**src/min_max_decimator_unit_defines.svh**
```systemverilog
// assertion helpers used by the decimator unit
// each macro expects clk and arst_n in the scope where it is used
`ifndef MIN_MAX_DECIMATOR_UNIT_DEFINES_SVH
`define MIN_MAX_DECIMATOR_UNIT_DEFINES_SVH

// consequent must hold in the same cycle as the trigger
`define MMD_ASSERT_SAME(label, trig, prop, msg) \
	label: assert property (@(posedge clk) disable iff (!arst_n) (trig) |-> (prop)) \
		else $error(msg);

// consequent must hold in the cycle after the trigger
`define MMD_ASSERT_NEXT(label, trig, prop, msg) \
	label: assert property (@(posedge clk) disable iff (!arst_n) (trig) |=> (prop)) \
		else $error(msg);

`endif

```
**src/mmd_pkg.sv**
```systemverilog
`timescale 1ns / 1ps
`default_nettype none

package mmd_pkg;

	localparam int CHANNELS    = 16;
	localparam int SAMPLE_BITS = 16;
	localparam int CH_BITS     = 4;
	localparam int CNT_BITS    = 5;
	localparam int RATIO_BITS  = 16;
	localparam int PKT_BITS    = 17;
	localparam int IDX_BITS    = 2;

	// configuration register indexes
	localparam logic [IDX_BITS-1:0] REG_RATIO = 2'd0;
	localparam logic [IDX_BITS-1:0] REG_COUNT = 2'd1;

	// write port of the extreme store
	typedef struct packed {
		logic                          en;
		logic [CH_BITS-1:0]            addr;
		logic signed [SAMPLE_BITS-1:0] hi;
		logic signed [SAMPLE_BITS-1:0] lo;
	} store_wr_t;

	// registered read data of the extreme store
	typedef struct packed {
		logic signed [SAMPLE_BITS-1:0] hi;
		logic signed [SAMPLE_BITS-1:0] lo;
	} store_rd_t;

endpackage

`default_nettype wire

```
**src/mmd_store.sv**
```systemverilog
`timescale 1ns / 1ps
`default_nettype none

module mmd_store (
	input  wire logic                         clk,
	input  wire mmd_pkg::store_wr_t           wr,
	input  wire logic [mmd_pkg::CH_BITS-1:0]  rd_addr,
	output mmd_pkg::store_rd_t                rd
);

	logic [mmd_pkg::SAMPLE_BITS-1:0] hi_mem [mmd_pkg::CHANNELS];
	logic [mmd_pkg::SAMPLE_BITS-1:0] lo_mem [mmd_pkg::CHANNELS];

	// one write port, both extremes of a channel written together
	always_ff @(posedge clk) begin
		if (wr.en) begin
			hi_mem[wr.addr] <= wr.hi;
			lo_mem[wr.addr] <= wr.lo;
		end
	end

	// registered read, returns the old entry on a same-cycle write
	always_ff @(posedge clk) begin
		rd.hi <= $signed(hi_mem[rd_addr]);
		rd.lo <= $signed(lo_mem[rd_addr]);
	end

endmodule

`default_nettype wire

```
**src/min_max_decimator_unit.sv**
```systemverilog
`timescale 1ns / 1ps
`default_nettype none
// channel     | handshake                    | payload
// ------------+------------------------------+------------------------------
// sample      | sample_valid / sample_stall  | sample
// result      | result_valid / result_stall  | value, chan, is_min, last
// config      | write_en                     | reg_index, write_data
//
// Inside a chunk one sample is taken per cycle; the extreme store is read at
// acceptance and written back in the next cycle, with a forward of the last write.
// At chunk end the input stalls for the final write and for the whole dump; the
// dump reads each entry (ST_RD), then loads it into the output register (ST_WT).
// Pass-through mode moves one sample per cycle while the result side takes it.
// arst_n resets config, counters, valid flags and dump sequencer; store contents stay.
// A stalled result holds the output register; in pass-through the input stalls too.

`include "min_max_decimator_unit_defines.svh"

module min_max_decimator_unit (
	input  wire logic                                  clk,
	input  wire logic                                  arst_n,
	input  wire logic                                  write_en,
	input  wire logic [mmd_pkg::IDX_BITS-1:0]          reg_index,
	input  wire logic [mmd_pkg::RATIO_BITS-1:0]        write_data,
	input  wire logic                                  sample_valid,
	output logic                                       sample_stall,
	input  wire logic signed [mmd_pkg::SAMPLE_BITS-1:0] sample,
	output logic                                       result_valid,
	input  wire logic                                  result_stall,
	output logic signed [mmd_pkg::SAMPLE_BITS-1:0]     value,
	output logic [mmd_pkg::CH_BITS-1:0]                chan,
	output logic                                       is_min,
	output logic                                       last
);

	localparam logic [1:0] ST_IDLE = 2'd0;
	localparam logic [1:0] ST_RD   = 2'd1;
	localparam logic [1:0] ST_WT   = 2'd2;

	logic [mmd_pkg::RATIO_BITS-1:0] ratio_q;
	logic [mmd_pkg::CNT_BITS-1:0]   count_q;
	logic [mmd_pkg::CH_BITS-1:0]    ch_cnt_q;
	logic [mmd_pkg::PKT_BITS-1:0]   pkt_cnt_q;

	logic [mmd_pkg::CNT_BITS-1:0]   n_act;
	logic [mmd_pkg::CH_BITS-1:0]    ch_cur;
	logic                           eop;
	logic                           pass;
	logic                           chunk_end;
	logic                           accept;
	logic                           cfg_hit;

	logic                                 valid_s1;
	logic signed [mmd_pkg::SAMPLE_BITS-1:0] sample_s1;
	logic [mmd_pkg::CH_BITS-1:0]          ch_s1;
	logic                                 seed_s1;
	logic                                 end_s1;

	mmd_pkg::store_wr_t   wr;
	mmd_pkg::store_wr_t   fwd_q;
	mmd_pkg::store_rd_t   rd;
	logic [mmd_pkg::CH_BITS-1:0] rd_addr;
	logic signed [mmd_pkg::SAMPLE_BITS-1:0] cur_hi;
	logic signed [mmd_pkg::SAMPLE_BITS-1:0] cur_lo;

	logic [1:0]                  state_q;
	logic [mmd_pkg::CH_BITS-1:0] dchan_q;
	logic                        dmin_q;
	logic                        out_free;
	logic                        dump_load;
	logic                        dump_last;

	logic                                 res_valid_q;
	logic signed [mmd_pkg::SAMPLE_BITS-1:0] res_value_q;
	logic [mmd_pkg::CH_BITS-1:0]          res_chan_q;
	logic                                 res_min_q;
	logic                                 res_last_q;

	// active channel count, clamped to 1..CHANNELS
	always_comb begin
		if (count_q == '0) begin
			n_act = mmd_pkg::CNT_BITS'(1);
		end else if (count_q > mmd_pkg::CNT_BITS'(mmd_pkg::CHANNELS)) begin
			n_act = mmd_pkg::CNT_BITS'(mmd_pkg::CHANNELS);
		end else begin
			n_act = count_q;
		end
	end

	// packet and chunk position of the offered sample
	assign ch_cur    = ({1'b0, ch_cnt_q} >= n_act) ? '0 : ch_cnt_q;
	assign eop       = ({1'b0, ch_cur} + mmd_pkg::CNT_BITS'(1)) == n_act;
	assign pass      = ratio_q <= mmd_pkg::RATIO_BITS'(1);
	assign chunk_end = eop &&
		(({1'b0, pkt_cnt_q} + (mmd_pkg::PKT_BITS + 1)'(1)) >= {1'b0, ratio_q, 1'b0});

	// handshakes
	assign out_free     = !res_valid_q || !result_stall;
	assign sample_stall = (state_q != ST_IDLE) || (valid_s1 && end_s1) ||
		(pass && res_valid_q && result_stall);
	assign accept       = sample_valid && !sample_stall;
	assign cfg_hit      = write_en &&
		(reg_index == mmd_pkg::REG_RATIO || reg_index == mmd_pkg::REG_COUNT);

	// configuration registers and position counters
	always_ff @(posedge clk or negedge arst_n) begin
		if (!arst_n) begin
			ratio_q   <= mmd_pkg::RATIO_BITS'(1);
			count_q   <= mmd_pkg::CNT_BITS'(mmd_pkg::CHANNELS);
			ch_cnt_q  <= '0;
			pkt_cnt_q <= '0;
		end else if (cfg_hit) begin
			if (reg_index == mmd_pkg::REG_RATIO) begin
				ratio_q <= write_data;
			end else begin
				count_q <= write_data[mmd_pkg::CNT_BITS-1:0];
			end
			ch_cnt_q  <= '0;
			pkt_cnt_q <= '0;
		end else if (accept) begin
			ch_cnt_q <= eop ? '0 : ch_cur + mmd_pkg::CH_BITS'(1);
			if (pass || (eop && chunk_end)) begin
				pkt_cnt_q <= '0;
			end else if (eop) begin
				pkt_cnt_q <= pkt_cnt_q + mmd_pkg::PKT_BITS'(1);
			end
		end
	end

	// stage 1 control
	always_ff @(posedge clk or negedge arst_n) begin
		if (!arst_n) begin
			valid_s1 <= 1'b0;
			end_s1   <= 1'b0;
		end else begin
			valid_s1 <= accept && !pass;
			end_s1   <= accept && !pass && chunk_end;
		end
	end

	// stage 1 payload
	always_ff @(posedge clk) begin
		if (accept) begin
			sample_s1 <= sample;
			ch_s1     <= ch_cur;
			seed_s1   <= pkt_cnt_q == '0;
		end
	end

	// store read address: incoming channel, or the dump channel
	assign rd_addr = (state_q == ST_IDLE) ? ch_cur : dchan_q;

	mmd_store u_store (
		.clk     (clk),
		.wr      (wr),
		.rd_addr (rd_addr),
		.rd      (rd)
	);

	// forward the previous write when it hit the same channel
	always_comb begin
		if (fwd_q.en && fwd_q.addr == ch_s1) begin
			cur_hi = fwd_q.hi;
			cur_lo = fwd_q.lo;
		end else begin
			cur_hi = rd.hi;
			cur_lo = rd.lo;
		end
	end

	// update of the running extremes
	always_comb begin
		wr.en   = valid_s1;
		wr.addr = ch_s1;
		wr.hi   = cur_hi;
		wr.lo   = cur_lo;
		if (seed_s1) begin
			wr.hi = sample_s1;
			wr.lo = sample_s1;
		end else if (sample_s1 > cur_hi) begin
			wr.hi = sample_s1;
		end else if (sample_s1 < cur_lo) begin
			wr.lo = sample_s1;
		end
	end

	always_ff @(posedge clk or negedge arst_n) begin
		if (!arst_n) begin
			fwd_q <= '0;
		end else begin
			fwd_q <= wr;
		end
	end

	// dump sequencer: read an entry, then hand it to the output register
	assign dump_load = (state_q == ST_WT) && out_free;
	assign dump_last = dmin_q && (({1'b0, dchan_q} + mmd_pkg::CNT_BITS'(1)) == n_act);

	always_ff @(posedge clk or negedge arst_n) begin
		if (!arst_n) begin
			state_q <= ST_IDLE;
			dchan_q <= '0;
			dmin_q  <= 1'b0;
		end else begin
			case (state_q)
				ST_IDLE: begin
					if (valid_s1 && end_s1) begin
						state_q <= ST_RD;
						dchan_q <= '0;
						dmin_q  <= 1'b0;
					end
				end
				ST_RD: begin
					state_q <= ST_WT;
				end
				ST_WT: begin
					if (out_free) begin
						if (dump_last) begin
							state_q <= ST_IDLE;
						end else begin
							state_q <= ST_RD;
							if (({1'b0, dchan_q} + mmd_pkg::CNT_BITS'(1)) == n_act) begin
								dchan_q <= '0;
								dmin_q  <= 1'b1;
							end else begin
								dchan_q <= dchan_q + mmd_pkg::CH_BITS'(1);
							end
						end
					end
				end
				default: begin
					state_q <= ST_IDLE;
				end
			endcase
		end
	end

	// output register valid
	always_ff @(posedge clk or negedge arst_n) begin
		if (!arst_n) begin
			res_valid_q <= 1'b0;
		end else if ((accept && pass) || dump_load) begin
			res_valid_q <= 1'b1;
		end else if (!result_stall) begin
			res_valid_q <= 1'b0;
		end
	end

	// output register payload
	always_ff @(posedge clk) begin
		if (accept && pass) begin
			res_value_q <= sample;
			res_chan_q  <= ch_cur;
			res_min_q   <= 1'b0;
			res_last_q  <= 1'b1;
		end else if (dump_load) begin
			res_value_q <= dmin_q ? rd.lo : rd.hi;
			res_chan_q  <= dchan_q;
			res_min_q   <= dmin_q;
			res_last_q  <= dump_last;
		end
	end

	assign result_valid = res_valid_q;
	assign value        = res_value_q;
	assign chan         = res_chan_q;
	assign is_min       = res_min_q;
	assign last         = res_last_q;

	// checks
	`MMD_ASSERT_NEXT(a_dump_start, valid_s1 && end_s1, state_q == ST_RD && dchan_q == '0 && !dmin_q, "dump did not start after chunk end")
	`MMD_ASSERT_SAME(a_dump_quiet, state_q != ST_IDLE, !valid_s1, "store update during dump")
	`MMD_ASSERT_NEXT(a_pass_out, accept && pass, res_valid_q && res_last_q && !res_min_q, "pass-through transaction not presented")
	`MMD_ASSERT_NEXT(a_dump_done, dump_load && dump_last, state_q == ST_IDLE, "dump did not end after last result")

endmodule

`default_nettype wire

```
**config.mk**
```make
export PLATFORM = sky130hd
export DESIGN_NAME = min_max_decimator_unit
export DESIGN_NICKNAME = d
export VERILOG_FILES = /design/src/mmd_pkg.sv /design/src/mmd_store.sv /design/src/min_max_decimator_unit.sv
export VERILOG_INCLUDE_DIRS = /design/src /design/src/src
export SDC_FILE = /design/constraint.sdc
export NUM_CORES = 1
export LEC_CHECK = 0
export CORE_UTILIZATION = 55
export CTS_CLUSTER_SIZE = 14
export DETAILED_ROUTE_END_ITERATION = 7
export DONT_BUFFER_PORTS = 1
export HOLD_SLACK_MARGIN = 0.03
export PLACE_DENSITY = 0.7
export SLEW_MARGIN = 20
export SYNTH_ARGS = -nofsm -noshare
export SYNTH_HDL_FRONTEND = slang
export SYNTH_SLANG_ARGS = --single-unit
```
**constraint.sdc**
```tcl
create_clock -name clk -period 8.1 [get_ports clk]
set_clock_uncertainty 0.15 [all_clocks]
set_input_delay 1.62 -clock clk [delete_from_list [all_inputs] [get_ports clk]]
set_output_delay 1.62 -clock clk [all_outputs]
set_load 0.1 [all_outputs]
```
==> impl_results.rst <==
.. list-table::
   :header-rows: 1

   * - Metric
     - Value
   * - Result of the run
     - finished, final reports clean
   * - Clock H-tree levels
     - 3
   * - Sequential cell area
     - 19,520 um2
   * - Clock transition at path regs
     - 0.06 ns
   * - Category of the critical setup timing path
     - reg2reg
   * - Critical Path, Cell by Cell
     - xor2_1 > nor4_4 > buf_4 > mux2i_1 > ha_1 > nand2_1 > nor3_1 > o221ai_1 > a311oi_1 > a21oi_1 > o21ai_2 > buf_4 > mux2i_1
   * - Largest fanout on the critical path
     - 32
   * - Detailed placer's ending HPWL
     - 35,390 um
   * - Portion of the post-synthesis area used by sequential elements
     - 70.53%
   * - Final weighted congestion in routability-driven placement
     - 0.8197
   * - Total power divided by cell area
     - 403.3 nW/um2
   * - Critical Path Source Type
     - flop
   * - Netlist area before placement
     - 27,670 um2
   * - Final Hold Viols
     - 0
   * - DRC errors left
     - 0
   * - Headroom to the max-slew limit
     - 20.71%
   * - Fraction of synthesis flops using an asynchronous set or reset pin
     - 13.17%
   * - Total congestion overflow
     - 0
   * - Fraction of power consumed by the clock network
     - 24.5%
   * - First-pass iteration count of the detailed router
     - 5
   * - Most used routing layer in global routing
     - met2
   * - TritonCTS clock tree
     - built
   * - Most common flop cell mapped by yosys
     - edfxtp_1
   * - Met3 global-route usage
     - 4.587%
   * - Net count of the mapped netlist
     - 1,887
   * - Die footprint
     - 51,210 um2
   * - Cell family contributing the most delay on the critical path
     - multiplexers
   * - Die extent in y
     - 226.3 um
   * - Total detailed-routing wirelength
     - 66,490 um
   * - Final Max Slew Viols
     - 0
   * - Vias in the first global route
     - 15,400
   * - Met2 usage
     - 43.87%
   * - Data arrival, critical path
     - 5.58 ns
   * - Site Rows
     - 81
   * - Setup Fix Bufs, Post-CTS
     - 0
   * - Vias after detailed routing
     - 15,590
   * - Number of instances in the synthesized netlist
     - 1,793
   * - P&R area growth vs syn
     - 11.40%
   * - Maximum number of pins on one net before global-route repair
     - 121
   * - Total of max-cap violations
     - 0
   * - Setup-violating endpoint count in the final report
     - 0
   * - Average wire length per cell after detail routing
     - 26.30 um
   * - Filler Cells Inserted
     - 3,587
   * - Net Sw Frac
     - 34.58%
   * - Post-Layout Cell Count
     - 2,528
   * - Total of warnings raised by yosys
     - 0
   * - Number of synthesized flops with an enable pin
     - 553
   * - Count of hold-fix buffers inserted at cts
     - 0
   * - Actual transition at the worst max-transition pin
     - 1.156 ns
   * - Width of the chip
     - 226.3 um
   * - Number of nets in the finished design
     - 1,900
   * - Initial standard-cell utilization of the core
     - 56.18%
   * - Number of I/O port buffers
     - 0
   * - Final total negative setup slack
     - 0 ns
   * - Share of post-route cells with drive strength above 1
     - 12.02%
   * - Core outline area
     - 49,250 um2
   * - Number of vias per cell
     - 6.167
   * - Static leakage
     - 0.01189 uW
   * - Global routing usage summed across all routing layers
     - 26.38%
   * - Class of the most critical hold timing path
     - reg2reg
   * - Initial drt markers
     - 1,533
   * - Clock buffer count from CTS
     - 70
   * - Post-cts resize count
     - 0
   * - Internal power contribution
     - 8133 uW
   * - Part of the total power dissipated in combinational logic
     - 31.9%
   * - Latest clock arrival within the worst-skew pair
     - 0.61 ns
   * - Count of clock tree sinks
     - 676
   * - Master of the slowest instance on the critical path
     - mux2i_1
   * - Stage delay of the slowest cell on the critical path
     - 1.00 ns
   * - ANT cells
     - 0
   * - Mean Syn Cell Area
     - 15.43 um2
   * - Number of antenna violations at the first check in global routing
     - 0
   * - Number of buffers and inverters on the critical path
     - 2
   * - Final cycle utilization of the critical path
     - 67.81%
   * - Critical path data required time
     - 8.18 ns
   * - Peak VDD IR
     - 0.4565 mV
   * - Clock tree root driver cell
     - clkbuf_16
   * - Switching power summed over all nets
     - 4298 uW
   * - Final min period
     - 5.492 ns
   * - Buffer depth of the longest clock path
     - 3
   * - Instance count after placement with tap cells included
     - 2,398
   * - Utilization after layout
     - 62.58%
   * - Area of combinational cells with multiple inputs
     - 7805 um2
   * - Setup repair after global routing missed its margin
     - no
   * - Met1 global-route usage
     - 35.45%
   * - Fmax
     - 0.1821 GHz
   * - Number of synthesized register bits
     - 676
   * - Number of distinct library cell variants in the gate-level netlist after synthesis
     - 67
   * - Crit path capture type
     - flop
   * - Number of top-level design ports
     - 63
   * - Reg power frac
     - 43.5%
   * - Routed Antenna Nets
     - 0
   * - First-pass GRT wire length
     - 97,730 um
## path summary, 6_finish.rpt
kind                       startpoint                   end  slack [ns]  cells past startpoint
max                          ch_s1[0]  u_store.lo_mem[6][5]        2.61                     13
min                            end_s1                dmin_q        0.33                      1
max reg2reg                  ch_s1[0]  u_store.lo_mem[6][5]        2.61                     13
min in group asynchronous      arst_n          pkt_cnt_q[5]        0.57                      0
min reg2reg                    end_s1                dmin_q        0.33                      1
max in group asynchronous      arst_n            count_q[4]        7.02                      0
## cell type report
| type | instances | share of cell area, % |
|---|---|---|
| Clock buffer | 102 | 6.604 |
| Sequential cell | 676 | 63.31 |
| Timing Repair Buffer | 37 | 0.9417 |
| Multi-Input combinational cell | 967 | 25.32 |
| Clock inverter | 28 | 0.4708 |
| Tap cell | 664 | 2.695 |
| Inverter | 54 | 0.6575 |
## power groups by stage
stage | clock [uW] | combinational (uW) | sequential [uW]
5_1_grt | 3220 | 4240 | 5460
2_1_floorplan | 0 | 2830 | 5350
3_5_place_dp | 0 | 3840 | 5490
6_report | 3050 | 3970 | 5410
4_1_cts | 3070 | 3860 | 5420
3_3_place_gp | 0 | 3720 | 5470
## placed cells by master, fill, tap and decap left out, types with 14 or more instances in the layout
master       n
edfxtp_1   553
mux2i_1    305
o22ai_1    130
dfrtp_1     87
clkbuf_16   73
nor2_1      56
nand2_1     55
ha_1        55
inv_1       53
a21oi_1     48
buf_4       36
dfxtp_1     34
or4_1       32
o21ai_0     28
nand3_1     27
xnor2_1     20
clkbuf_1    19
mux2i_2     15
mux2_2      14
a21oi_2     14
## routing by layer
layer  wire length (um)  vias up  part of all wire [%]
li1                   -     6986                     -
met1              27970     7965                    42
met2              32770      523                    49
met3               4040      115                   6.1
met4               1708        0                   2.6
met5                  0        -                     0
## Yosys cell counts (3+ instances only)
library cell  instances  area share (%)
a2111oi_0             4            0.13
a22o_1                4            0.13
mux2_2               14            0.57
nand2_1              61            0.83
nor3_1               12            0.22
xnor2_1              20            0.63
clkbuf_1             60            0.81
nor2_1               70            0.95
buf_2                18            0.33
nand4_1              11            0.25
nand3_1              27            0.49
nor4_1               10            0.23
xor2_1                9            0.28
o22ai_1             130             2.9
a21o_1                8            0.22
a21oi_1              62             1.1
buf_1                 4           0.054
edfxtp_1            553              60
o21ai_0              29            0.52
inv_1                53            0.72
and3_1                3           0.068
o211ai_1              3           0.081
a221o_1              10            0.36
buf_4                13            0.35
a31oi_1               3           0.068
ha_1                 55             2.5
nor2b_1               3           0.068
mux2i_1             320              12
o21a_1                6            0.16
or4_1                32            0.87
nand2b_1             11            0.25
o31ai_1               7            0.19
dfxtp_1              34             2.5
nand3b_1              5            0.14
dfrtp_1              87             7.9
or2_2                 5            0.11
## flip-flops by register name, indices dropped and copies added (netlist names), 2 cells and up
name and count:
u_store.lo_mem 256, sample_s1 16, ratio_q 16, pkt_cnt_q 17, state_q 2, u_store.hi_mem 256
value 16, ch_cnt_q 4, fwd_q 37, chan 4, ch_s1 4, count_q 5
dchan_q 4, u_store.rd 32
## worst register-to-register path: stages, from the launching register on
cell and delay [ns]:
edfxtp_1 0.54, xor2_1 0.24, nor4_4 0.22, buf_4 0.57, mux2i_1 0.25, ha_1 0.34, nand2_1 0.08, nor3_1 0.38
o221ai_1 0.20, a311oi_1 0.46, a21oi_1 0.10, o21ai_2 0.13, buf_4 0.45, mux2i_1 1.01
## cell families after synthesis
family	share of synthesized area, %
mux	12.19
flops	70.53
fa+ha+maj	2.487
simple gates	4.987
compound gates	6.480
xor+xnor	1.004
buf+inv	2.320
## stage by stage
step,cell area [um2],worst slack (ns),total power [uW],hold slack [ns]
4_1_cts,30710,2.591,12360,0.3309
3_5_place_dp,28530,2.640,9331,0.3251
6_report,30830,2.608,12430,0.3312
2_1_floorplan,27670,1.699,8177,0.2029
5_1_grt,30830,2.228,12920,0.3538
3_3_place_gp,28520,2.873,9187,0.3058
No activity file was read; power rests on OpenSTA's default activity.
